--- src/rtl/fcr_pkg.sv ---
// Shared types, widths and codes for the false position cubic root unit.
package fcr_pkg;

    localparam int FRAC_BITS = 16;
    localparam int MAX_STEPS = 64;
    localparam int X_W       = 24;
    localparam int F_W       = 40;
    localparam int RES_W     = 48;
    localparam int TOL_W     = 32;
    localparam int STEP_W    = 7;
    localparam int DIV_BITS  = 25;
    localparam int CNT_W     = 5;
    localparam int SQ_W      = 31;
    localparam int PROD_W    = 56;

    localparam logic [TOL_W-1:0] TOL_RESET = 32'd66;

    // operand select for the cubic evaluator
    localparam logic [1:0] EV_X0 = 2'd0;
    localparam logic [1:0] EV_X1 = 2'd1;
    localparam logic [1:0] EV_X2 = 2'd2;

    // result select
    localparam logic [1:0] OSEL_X0_ZERO = 2'd0;
    localparam logic [1:0] OSEL_X1_ZERO = 2'd1;
    localparam logic [1:0] OSEL_X0_F0   = 2'd2;
    localparam logic [1:0] OSEL_X2_F2   = 2'd3;

    // result status codes
    localparam logic [1:0] STAT_CONVERGED = 2'd0;
    localparam logic [1:0] STAT_NO_BRACKET = 2'd1;
    localparam logic [1:0] STAT_LIMIT     = 2'd2;

    typedef struct packed {
        logic signed [X_W-1:0] guess_a;
        logic signed [X_W-1:0] guess_b;
    } t_in_word;

    typedef struct packed {
        logic signed [X_W-1:0]   root;
        logic signed [RES_W-1:0] residual;
        logic [STEP_W-1:0]       steps;
        logic [1:0]              status;
    } t_out_word;

    typedef struct packed {
        logic       load_in;
        logic [1:0] ev_sel;
        logic       sq_en;
        logic       mul_en;
        logic       f_wr;
        logic       div_init;
        logic       div_step;
        logic       x2_wr;
        logic       upd;
        logic       out_load;
        logic [1:0] out_sel;
        logic [1:0] status;
    } t_cmd;

    typedef struct packed {
        logic f0_zero;
        logic f1_zero;
        logic same_sign;
        logic conv;
        logic n_max;
    } t_stat;

endpackage

--- src/rtl/fcr_cubic.sv ---
// Two-stage evaluator of f(x) = x^3 - 2x - 5 in fixed point.
module fcr_cubic (
    input  logic                              i_clk,
    input  logic                              i_sq_en,
    input  logic                              i_mul_en,
    input  logic signed [fcr_pkg::X_W-1:0]    i_x,
    output logic signed [fcr_pkg::F_W-1:0]    o_f
);

    logic [fcr_pkg::SQ_W-1:0]            r_sq;
    logic signed [fcr_pkg::X_W-1:0]      r_xa;
    logic signed [fcr_pkg::X_W-1:0]      r_xb;
    logic signed [fcr_pkg::PROD_W-1:0]   r_prod;
    logic signed [2*fcr_pkg::X_W-1:0]    sq_full;
    logic signed [fcr_pkg::F_W-1:0]      cube;
    logic signed [fcr_pkg::F_W-1:0]      two_x;

    assign sq_full = i_x * i_x;

    always_ff @(posedge i_clk) begin
        if (i_sq_en) begin
            // square is never negative: drop the fraction, keep the magnitude
            r_sq <= sq_full[fcr_pkg::FRAC_BITS +: fcr_pkg::SQ_W];
            r_xa <= i_x;
        end
        if (i_mul_en) begin
            r_prod <= $signed({1'b0, r_sq}) * r_xa;
            r_xb   <= r_xa;
        end
    end

    // arithmetic shift: floor toward minus infinity
    assign cube  = r_prod[fcr_pkg::FRAC_BITS +: fcr_pkg::F_W];
    assign two_x = fcr_pkg::F_W'(r_xb) <<< 1;
    assign o_f   = cube - two_x - fcr_pkg::F_W'(5 << fcr_pkg::FRAC_BITS);

endmodule

--- src/rtl/fcr_dpath.sv ---
// Datapath: bracket registers, cubic evaluator, long divider and result register.
module fcr_dpath (
    input  logic                           i_clk,
    input  logic                           i_rst_n,
    input  fcr_pkg::t_in_word              i_in_word,
    input  logic                           i_cfg_we,
    input  logic [fcr_pkg::TOL_W-1:0]      i_cfg_data,
    input  fcr_pkg::t_cmd                  i_cmd,
    output fcr_pkg::t_stat                 o_stat,
    output fcr_pkg::t_out_word             o_out_word
);

    localparam int A_W = fcr_pkg::DIV_BITS;
    localparam int C_W = fcr_pkg::F_W + 1;
    localparam int T_W = fcr_pkg::F_W + 3;

    function automatic logic [fcr_pkg::F_W-1:0] mag(input logic signed [fcr_pkg::F_W-1:0] v);
        mag = v[fcr_pkg::F_W-1] ? fcr_pkg::F_W'(-v) : fcr_pkg::F_W'(v);
    endfunction

    logic [fcr_pkg::TOL_W-1:0]          r_tol;
    logic signed [fcr_pkg::X_W-1:0]     r_x0, r_x1, r_x2;
    logic signed [fcr_pkg::F_W-1:0]     r_f0, r_f1, r_f2;
    logic [fcr_pkg::STEP_W-1:0]         r_n;
    logic [A_W-1:0]                     r_a;
    logic [fcr_pkg::F_W-1:0]            r_b;
    logic [C_W-1:0]                     r_c;
    logic [C_W-1:0]                     r_r;
    logic [A_W-1:0]                     r_q;
    logic                               r_dneg;
    fcr_pkg::t_out_word                 r_out;

    logic signed [fcr_pkg::X_W-1:0]     ev_x;
    logic signed [fcr_pkg::F_W-1:0]     f_new;
    logic signed [fcr_pkg::X_W:0]       d;
    logic [T_W-1:0]                     t;
    logic [T_W-1:0]                     c1, c2;
    logic [C_W-1:0]                     n_r;
    logic [1:0]                         k;
    logic signed [fcr_pkg::X_W-1:0]     q_x;

    always_comb begin
        case (i_cmd.ev_sel)
            fcr_pkg::EV_X0: ev_x = r_x0;
            fcr_pkg::EV_X1: ev_x = r_x1;
            default:        ev_x = r_x2;
        endcase
    end

    fcr_cubic u_cubic (
        .i_clk    (i_clk),
        .i_sq_en  (i_cmd.sq_en),
        .i_mul_en (i_cmd.mul_en),
        .i_x      (ev_x),
        .o_f      (f_new)
    );

    assign d = {r_x0[fcr_pkg::X_W-1], r_x0} - {r_x1[fcr_pkg::X_W-1], r_x1};

    // one quotient bit per cycle; partial remainder stays below c, so t < 3c
    always_comb begin
        t  = {r_r, 1'b0} + (r_a[A_W-1] ? T_W'(r_b) : T_W'(0));
        c1 = T_W'(r_c);
        c2 = T_W'({r_c, 1'b0});
        if (t >= c2) begin
            n_r = C_W'(t - c2);
            k   = 2'd2;
        end else if (t >= c1) begin
            n_r = C_W'(t - c1);
            k   = 2'd1;
        end else begin
            n_r = C_W'(t);
            k   = 2'd0;
        end
    end

    assign q_x = $signed(r_q[fcr_pkg::X_W-1:0]);

    always_ff @(posedge i_clk) begin
        if (!i_rst_n) begin
            r_tol <= fcr_pkg::TOL_RESET;
        end else if (i_cfg_we) begin
            r_tol <= i_cfg_data;
        end
    end

    always_ff @(posedge i_clk) begin
        if (i_cmd.load_in) begin
            r_x0 <= i_in_word.guess_a;
            r_x1 <= i_in_word.guess_b;
            r_n  <= '0;
        end
        if (i_cmd.f_wr) begin
            case (i_cmd.ev_sel)
                fcr_pkg::EV_X0: r_f0 <= f_new;
                fcr_pkg::EV_X1: r_f1 <= f_new;
                default:        r_f2 <= f_new;
            endcase
        end
        if (i_cmd.div_init) begin
            r_a    <= A_W'(d[fcr_pkg::X_W] ? -d : d);
            r_b    <= mag(r_f0);
            r_c    <= C_W'(mag(r_f0)) + C_W'(mag(r_f1));
            r_r    <= '0;
            r_q    <= '0;
            r_dneg <= d[fcr_pkg::X_W];
        end
        if (i_cmd.div_step) begin
            r_a <= {r_a[A_W-2:0], 1'b0};
            r_r <= n_r;
            r_q <= {r_q[A_W-2:0], 1'b0} + A_W'(k);
        end
        if (i_cmd.x2_wr) begin
            r_x2 <= r_dneg ? r_x0 + q_x : r_x0 - q_x;
        end
        if (i_cmd.upd) begin
            // keep the end pair that still changes sign
            if ((r_f0 < 0 && r_f2 > 0) || (r_f0 > 0 && r_f2 < 0)) begin
                r_x1 <= r_x2;
                r_f1 <= r_f2;
            end else begin
                r_x0 <= r_x2;
                r_f0 <= r_f2;
            end
            r_n <= r_n + 1'b1;
        end
        if (i_cmd.out_load) begin
            r_out.steps  <= r_n;
            r_out.status <= i_cmd.status;
            // f is 40 bits wide, so widening it to the 48-bit residual is a sign extension
            case (i_cmd.out_sel)
                fcr_pkg::OSEL_X0_ZERO: begin
                    r_out.root     <= r_x0;
                    r_out.residual <= '0;
                end
                fcr_pkg::OSEL_X1_ZERO: begin
                    r_out.root     <= r_x1;
                    r_out.residual <= '0;
                end
                fcr_pkg::OSEL_X0_F0: begin
                    r_out.root     <= r_x0;
                    r_out.residual <= fcr_pkg::RES_W'(r_f0);
                end
                default: begin
                    r_out.root     <= r_x2;
                    r_out.residual <= fcr_pkg::RES_W'(r_f2);
                end
            endcase
        end
    end

    assign o_stat.f0_zero   = (r_f0 == '0);
    assign o_stat.f1_zero   = (r_f1 == '0);
    assign o_stat.same_sign = (r_f0[fcr_pkg::F_W-1] == r_f1[fcr_pkg::F_W-1]);
    assign o_stat.conv      = (mag(r_f2) <= fcr_pkg::F_W'(r_tol));
    assign o_stat.n_max     = (r_n == fcr_pkg::STEP_W'(fcr_pkg::MAX_STEPS));
    assign o_out_word       = r_out;

endmodule

--- src/rtl/fcr_ctrl.sv ---
// Controller: sequences evaluation, division and bracket update per word.
module fcr_ctrl (
    input  logic               i_clk,
    input  logic               i_rst_n,
    input  logic               i_in_valid,
    output logic               o_in_ready,
    output logic               o_out_valid,
    input  logic               i_out_ready,
    input  fcr_pkg::t_stat     i_stat,
    output fcr_pkg::t_cmd      o_cmd
);

    localparam logic [3:0] ST_IDLE  = 4'd0;
    localparam logic [3:0] ST_SQ    = 4'd1;
    localparam logic [3:0] ST_MUL   = 4'd2;
    localparam logic [3:0] ST_WR    = 4'd3;
    localparam logic [3:0] ST_CHK   = 4'd4;
    localparam logic [3:0] ST_DINIT = 4'd5;
    localparam logic [3:0] ST_DIV   = 4'd6;
    localparam logic [3:0] ST_X2    = 4'd7;
    localparam logic [3:0] ST_UPD   = 4'd8;
    localparam logic [3:0] ST_DEC   = 4'd9;
    localparam logic [3:0] ST_OUT   = 4'd10;

    logic [3:0]                 r_state, n_state;
    logic [1:0]                 r_ev, n_ev;
    logic [fcr_pkg::CNT_W-1:0]  r_cnt, n_cnt;

    always_ff @(posedge i_clk) begin
        if (!i_rst_n) begin
            r_state <= ST_IDLE;
            r_ev    <= fcr_pkg::EV_X0;
            r_cnt   <= '0;
        end else begin
            r_state <= n_state;
            r_ev    <= n_ev;
            r_cnt   <= n_cnt;
        end
    end

    always_comb begin
        n_state = r_state;
        n_ev    = r_ev;
        n_cnt   = r_cnt;
        o_cmd   = '0;
        o_cmd.ev_sel = r_ev;
        case (r_state)
            ST_IDLE: begin
                if (i_in_valid) begin
                    o_cmd.load_in = 1'b1;
                    n_ev    = fcr_pkg::EV_X0;
                    n_state = ST_SQ;
                end
            end
            ST_SQ: begin
                o_cmd.sq_en = 1'b1;
                n_state = ST_MUL;
            end
            ST_MUL: begin
                o_cmd.mul_en = 1'b1;
                n_state = ST_WR;
            end
            ST_WR: begin
                o_cmd.f_wr = 1'b1;
                case (r_ev)
                    fcr_pkg::EV_X0: begin
                        n_ev    = fcr_pkg::EV_X1;
                        n_state = ST_SQ;
                    end
                    fcr_pkg::EV_X1: n_state = ST_CHK;
                    default:        n_state = ST_UPD;
                endcase
            end
            ST_CHK: begin
                if (i_stat.f0_zero) begin
                    o_cmd.out_load = 1'b1;
                    o_cmd.out_sel  = fcr_pkg::OSEL_X0_ZERO;
                    o_cmd.status   = fcr_pkg::STAT_CONVERGED;
                    n_state = ST_OUT;
                end else if (i_stat.f1_zero) begin
                    o_cmd.out_load = 1'b1;
                    o_cmd.out_sel  = fcr_pkg::OSEL_X1_ZERO;
                    o_cmd.status   = fcr_pkg::STAT_CONVERGED;
                    n_state = ST_OUT;
                end else if (i_stat.same_sign) begin
                    o_cmd.out_load = 1'b1;
                    o_cmd.out_sel  = fcr_pkg::OSEL_X0_F0;
                    o_cmd.status   = fcr_pkg::STAT_NO_BRACKET;
                    n_state = ST_OUT;
                end else begin
                    n_state = ST_DINIT;
                end
            end
            ST_DINIT: begin
                o_cmd.div_init = 1'b1;
                n_cnt   = '0;
                n_state = ST_DIV;
            end
            ST_DIV: begin
                o_cmd.div_step = 1'b1;
                n_cnt = r_cnt + 1'b1;
                if (r_cnt == fcr_pkg::CNT_W'(fcr_pkg::DIV_BITS - 1)) begin
                    n_state = ST_X2;
                end
            end
            ST_X2: begin
                o_cmd.x2_wr = 1'b1;
                n_ev    = fcr_pkg::EV_X2;
                n_state = ST_SQ;
            end
            ST_UPD: begin
                o_cmd.upd = 1'b1;
                n_state = ST_DEC;
            end
            ST_DEC: begin
                if (i_stat.conv) begin
                    o_cmd.out_load = 1'b1;
                    o_cmd.out_sel  = fcr_pkg::OSEL_X2_F2;
                    o_cmd.status   = fcr_pkg::STAT_CONVERGED;
                    n_state = ST_OUT;
                end else if (i_stat.n_max) begin
                    o_cmd.out_load = 1'b1;
                    o_cmd.out_sel  = fcr_pkg::OSEL_X2_F2;
                    o_cmd.status   = fcr_pkg::STAT_LIMIT;
                    n_state = ST_OUT;
                end else begin
                    n_state = ST_DINIT;
                end
            end
            ST_OUT: begin
                if (i_out_ready) begin
                    n_state = ST_IDLE;
                end
            end
            default: begin
                n_state = ST_IDLE;
            end
        endcase
    end

    assign o_in_ready  = (r_state == ST_IDLE);
    assign o_out_valid = (r_state == ST_OUT);

endmodule

--- src/rtl/false_position_cubic_root_unit.sv ---
// Top level of the false position root finder for x^3 - 2x - 5.
//
// Usage:
//   Input channel (i_in_valid / o_in_ready / i_in_word) takes one word with two
//   signed Q8.16 guesses. Output channel (o_out_valid / i_out_ready / o_out_word)
//   returns one word per input: root, residual, step count and status.
//   Configuration: pulse i_cfg_we with i_cfg_data to set the tolerance (Q16.16,
//   unsigned); write it only while the unit is idle.
// Sequencing:
//   One word is worked on at a time. Both guesses are evaluated and the bracket
//   is checked; then each false position iteration runs divider setup, the
//   bit-serial long divider, the new estimate, its cubic evaluation (square,
//   multiply, write), the bracket update and the stop check. A word runs up to
//   64 iterations, and the input side reopens in the cycle after the result
//   word is taken.
// Reset:
//   Synchronous, active low. Clears the sequencer to idle and loads the
//   tolerance with 66 (about 0.001).
// Stall:
//   While i_out_ready is low the result word holds stable on o_out_word and no
//   new input word is taken.
module false_position_cubic_root_unit (
    input  logic                           i_clk,
    input  logic                           i_rst_n,
    input  logic                           i_in_valid,
    output logic                           o_in_ready,
    input  fcr_pkg::t_in_word              i_in_word,
    output logic                           o_out_valid,
    input  logic                           i_out_ready,
    output fcr_pkg::t_out_word             o_out_word,
    input  logic                           i_cfg_we,
    input  logic [fcr_pkg::TOL_W-1:0]      i_cfg_data
);

    fcr_pkg::t_cmd   cmd;
    fcr_pkg::t_stat  stat;

    // sequencer: owns both handshakes, drives the datapath by command
    fcr_ctrl u_ctrl (
        .i_clk       (i_clk),
        .i_rst_n     (i_rst_n),
        .i_in_valid  (i_in_valid),
        .o_in_ready  (o_in_ready),
        .o_out_valid (o_out_valid),
        .i_out_ready (i_out_ready),
        .i_stat      (stat),
        .o_cmd       (cmd)
    );

    // datapath: bracket, cubic, divider, tolerance and result word
    fcr_dpath u_dpath (
        .i_clk      (i_clk),
        .i_rst_n    (i_rst_n),
        .i_in_word  (i_in_word),
        .i_cfg_we   (i_cfg_we),
        .i_cfg_data (i_cfg_data),
        .i_cmd      (cmd),
        .o_stat     (stat),
        .o_out_word (o_out_word)
    );

endmodule
--- config.mk ---
export PLATFORM = sky130hd
export DESIGN_NAME = false_position_cubic_root_unit
export DESIGN_NICKNAME = d
export VERILOG_FILES = /design/src/rtl/fcr_pkg.sv /design/src/rtl/fcr_cubic.sv /design/src/rtl/fcr_dpath.sv /design/src/rtl/fcr_ctrl.sv /design/src/rtl/false_position_cubic_root_unit.sv
export SDC_FILE = /design/constraint.sdc
export NUM_CORES = 2
export LEC_CHECK = 0
export ABC_AREA = 1
export BUFFER_PORTS_ARGS = -buffer_cell sky130_fd_sc_hd__buf_4
export CORE_MARGIN = 2
export CORE_UTILIZATION = 63
export CTS_CLUSTER_DIAMETER = 60
export CTS_CLUSTER_SIZE = 10
export DETAILED_ROUTE_END_ITERATION = 10
export GPL_TIMING_DRIVEN = 0
export PLACE_DENSITY = 0.79
export SLEW_MARGIN = 20
export SYNTH_ARGS = -nofsm -noshare
export SYNTH_HDL_FRONTEND = slang
export SYNTH_HIERARCHICAL = 1
export SYNTH_SLANG_ARGS = --single-unit
export TNS_END_PERCENT = 50
--- constraint.sdc ---
create_clock -name i_clk -period 9.4 [get_ports i_clk]
set_input_delay 0.94 -clock i_clk [delete_from_list [all_inputs] [get_ports i_clk]]
set_output_delay 0.94 -clock i_clk [all_outputs]
set_load 0.01 [all_outputs]
==> metrics.md <==
| Metric | Value |
|---|---|
| Status | finished, final reports clean |
| GRT Total Usage | 0.448 |
| Initial Utilization | 0.634 |
| Root Buffer | clkbuf_16 |
| Final hold violations | 0 |
| Post-synthesis cell count | ~12000 |
| Cts-stage hold buffer count | 0 |
| Crit. End Element | flip-flop |
| Area contributors post-synth | fa_1 26%, edfxtp_1 14%, inv_1 12%, nand2_1 11%, ha_1 9.2% |
| Max FO, Critical Path | 10 |
| CTS clk-pin slew, worst paths | roughly 60 ps |
| Max-slew headroom | 0.113 |
| CTS sink cnt | between 600 and 700 |
| Die area | 148000 µm² |
| Largest net degree at the start of global routing | 58 |
| Synth async-reset ratio | 0 |
| Initial drt markers | ~11000 |
| WL/cell | between 20 and 25 µm |
| Unrepaired setup endpoints after global routing | no |
| GP Congestion | 1.10 |
| P&R area growth vs syn | 7.54% |
| Core Util, Final | 0.682 |
| Die height | about 380 µm |
| Final nets | 14212 |
| Depth of the CTS H-tree | 3 |
| Drc violations | 0 |
| Worst Path Required | between 9000 and 10000 ps |
| Worst Skew | approximately 60 ps |
| Hold_sp | u_dpath/r_tol[2]$_SDFFE_PN0P_ |
| Worst-path cell with the longest stage delay | o21ai_2 |
| Post-DP HPWL | ~280000 µm |
| Fmax | ~110 MHz |
| Synth cell types | 64 |
| Mapped Nets | 13940 |
| Vias in the first global route | between 80000 and 90000 |
| R2R setup slack | between 150 and 200 ps |
| Max-cap viol count | 0 |
| Worst setup SP type | flip-flop |
| Avg Inst Size Synth | about 7.6 µm² |
| Worst endpoint data arrival time | slightly below 10000 ps |
| Fraction of layout cells with a size suffix above 1 | 0.0464 |
| Cell Rows | around 140 |
| Post-synth top area share | 0.264 |
| Tcrit/Tclk final | 0.982 |
| Reg2reg end | u_dpath/u_cubic/r_sq[26]$_DFFE_PP_ |
| Initial antenna violation count | 13 |
| DRT Pass-1 Iters | 7 |
| Remaining antenna violation count after routing | 0 |
| Crit path kind | flip-flop to flip-flop |
| Post-synthesis register bit count | 606 |
| R2r worst-path depth | 28 |
| Synth Warn # | 6 |
| Drt via density | about 6 |
| CTS tree | done |
| Commonest non-fill, non-tap cell in the layout | inv_1 |
| Launching point of the worst reg2reg path | u_ctrl/r_ev[1]$_SDFFE_PN0P_ |
| Worst hold path type | flip-flop to flip-flop |
| Commonest non-fill, non-tap cells in the layout | 2966 x inv_1, 2780 x nand2_1, 1196 x fa_1 |
| Synth area leader | fa_1 |
| Slowest stage delay, CP | approximately 630 ps |
| Most common flop cell mapped by yosys | edfxtp_1 |
| Buffers on Ports | ~170 |
| Min-Delay Endpoint | u_dpath/r_tol[2]$_SDFFE_PN0P_ |
| Grt ovf | 0 |
| Fin crit period | 9230 ps |
| Register area share after synthesis | 0.181 |
| Clock Tree Buf Depth | 3 |
| Final setup viols | 0 |
| Core box area | about 140000 µm² |
| EDFF count, synth | 434 |
| Vias | approximately 84000 |
| Die Wd | 384 µm |
| Hold Crit Depth | 2 |
| Wirelength, routed | 330000 µm |
| Synthesized cell area | 91000 µm² |
| First-pass GRT wire length | between 400000 and 500000 µm |
| Num CTS Buffers | 80 |
| Least-Margin Pin Slew | about 1300 ps |
| I/O pin cnt | 168 |
| Clock latency on the worst-skew pair | roughly 700 ps |
| Max Slew Vio Count | 0 |
## worst max-delay path by stage
stage | slack, ps | depth (start not counted) | endpoint | from
CTS | 70 | 27 | u_dpath/u_cubic/r_sq[25]$_DFFE_PP_ | u_ctrl/r_ev[1]$_SDFFE_PN0P_
finish | 170 | 28 | u_dpath/u_cubic/r_sq[26]$_DFFE_PP_ | u_ctrl/r_ev[1]$_SDFFE_PN0P_
global route | 1 | 33 | u_dpath/u_cubic/r_sq[8]$_DFFE_PP_ | u_ctrl/r_ev[1]$_SDFFE_PN0P_
global placement | -1710 | 27 | u_dpath/u_cubic/r_sq[25]$_DFFE_PP_ | u_ctrl/r_ev[1]$_SDFFE_PN0P_
floorplan | 1380 | 27 | u_dpath/u_cubic/r_sq[26]$_DFFE_PP_ | u_ctrl/r_ev[1]$_SDFFE_PN0P_
detailed placement | -650 | 29 | u_dpath/u_cubic/r_sq[25]$_DFFE_PP_ | u_ctrl/r_ev[1]$_SDFFE_PN0P_
## kinds of logic (layout without fill, tap and decap cells)
| logic type | after synthesis | after routing | share of synthesized area |
|---|---|---|---|
| adder cells (fa/ha/maj) | 1871 | 1871 | 0.356 |
| flip-flops | 606 | 606 | 0.181 |
| AO/OA/AOI/OAI | 1494 | 1494 | 0.0937 |
| other | 0 | 5 | 0 |
| XOR/XNOR | 395 | 395 | 0.0380 |
| buffers and inverters | 3318 | 3651 | 0.139 |
| AND/OR/NAND/NOR | 4300 | 4300 | 0.192 |
## sequential cells by signal, indices dropped and copies added, names as in the netlist
register and count:
u_dpath/r_c 41, u_dpath/r_dneg 1, u_dpath/r_f0 40, u_dpath/u_cubic/r_prod 40, u_dpath/r_b 40, u_dpath/r_f1 40, u_dpath/u_cubic/r_sq 31, u_dpath/o_out_word 73
u_dpath/r_x2 24, u_ctrl/r_ev 2, u_dpath/r_x0 24, u_dpath/r_q 24, u_dpath/r_r 41, u_dpath/r_tol 32, u_ctrl/r_state 4, u_dpath/r_a 25
u_dpath/u_cubic/r_xb 24, u_dpath/r_n 7, u_dpath/u_cubic/r_xa 24, u_ctrl/r_cnt 5, u_dpath/r_f2 40, u_dpath/r_x1 24
## stage by stage
step                      setup WS [ps]  area, µm²  hold WS (ps)  setup TNS, ps  instances
after floorplan                    1380      91000           435              0      11984
after global placement            -1710      94600           445         -42340      14054
after detailed placement           -654      95200           460          -5840      14078
after CTS                          69.3      97800           450              0      14218
after global routing               1.48      97900           473              0      14220
final                               168      97900           467              0      14225
## final cells by class
type                       instances  area (µm²)
multi-input combinational       8060       62100
sequential                       606       16500
buffer                           335        1520
fill                           12001       45600
antenna                            5        12.5
clock inverter                    24         293
clock buffer                     119        2260
tap                             1903        2380
timing repair buffer             194        1660
inverter                        2979       11200
## cells in the mapped netlist (all sizes together) (113+ instances only)
| cell type | number |
|---|---|
| nor2 | 809 |
| fa | 1199 |
| inv | 2976 |
| clkbuf | 281 |
| nand2 | 2800 |
| o21ai | 635 |
| ha | 672 |
| nor3 | 113 |
| xor2 | 289 |
| edfxtp | 434 |
| nand3 | 390 |
| dfxtp | 172 |
| a21oi | 556 |
## critical path, delay by kind of cell, from the launching register on
kind	cells	cell delay [ps]
buf+inv	10	1890
flops	1	420
compound gates	4	1490
fa+ha+maj	8	3980
simple gates	6	1150
## layer usage
layer  GRT usage  wire (µm)  up-vias
li1            -          -    37145
met4       0.301      27300        6
met3       0.122      42600     1337
met1       0.576     121000    39974
met2       0.664     139000     5684
met5     0.00325         86        -
## repair_timing
| item | CTS | global route |
|---|---|---|
| setup endpoints to repair | 27 | 33 |
| setup buffers | 0 | 3 |
| hold endpoints to repair | 0 | 0 |
| pin swaps | 0 | 1 |
| resized for setup | 16 | 43 |
Power is not shown: default switching activity piles up to over one toggle a cycle in this logic, so the estimate is an artifact.
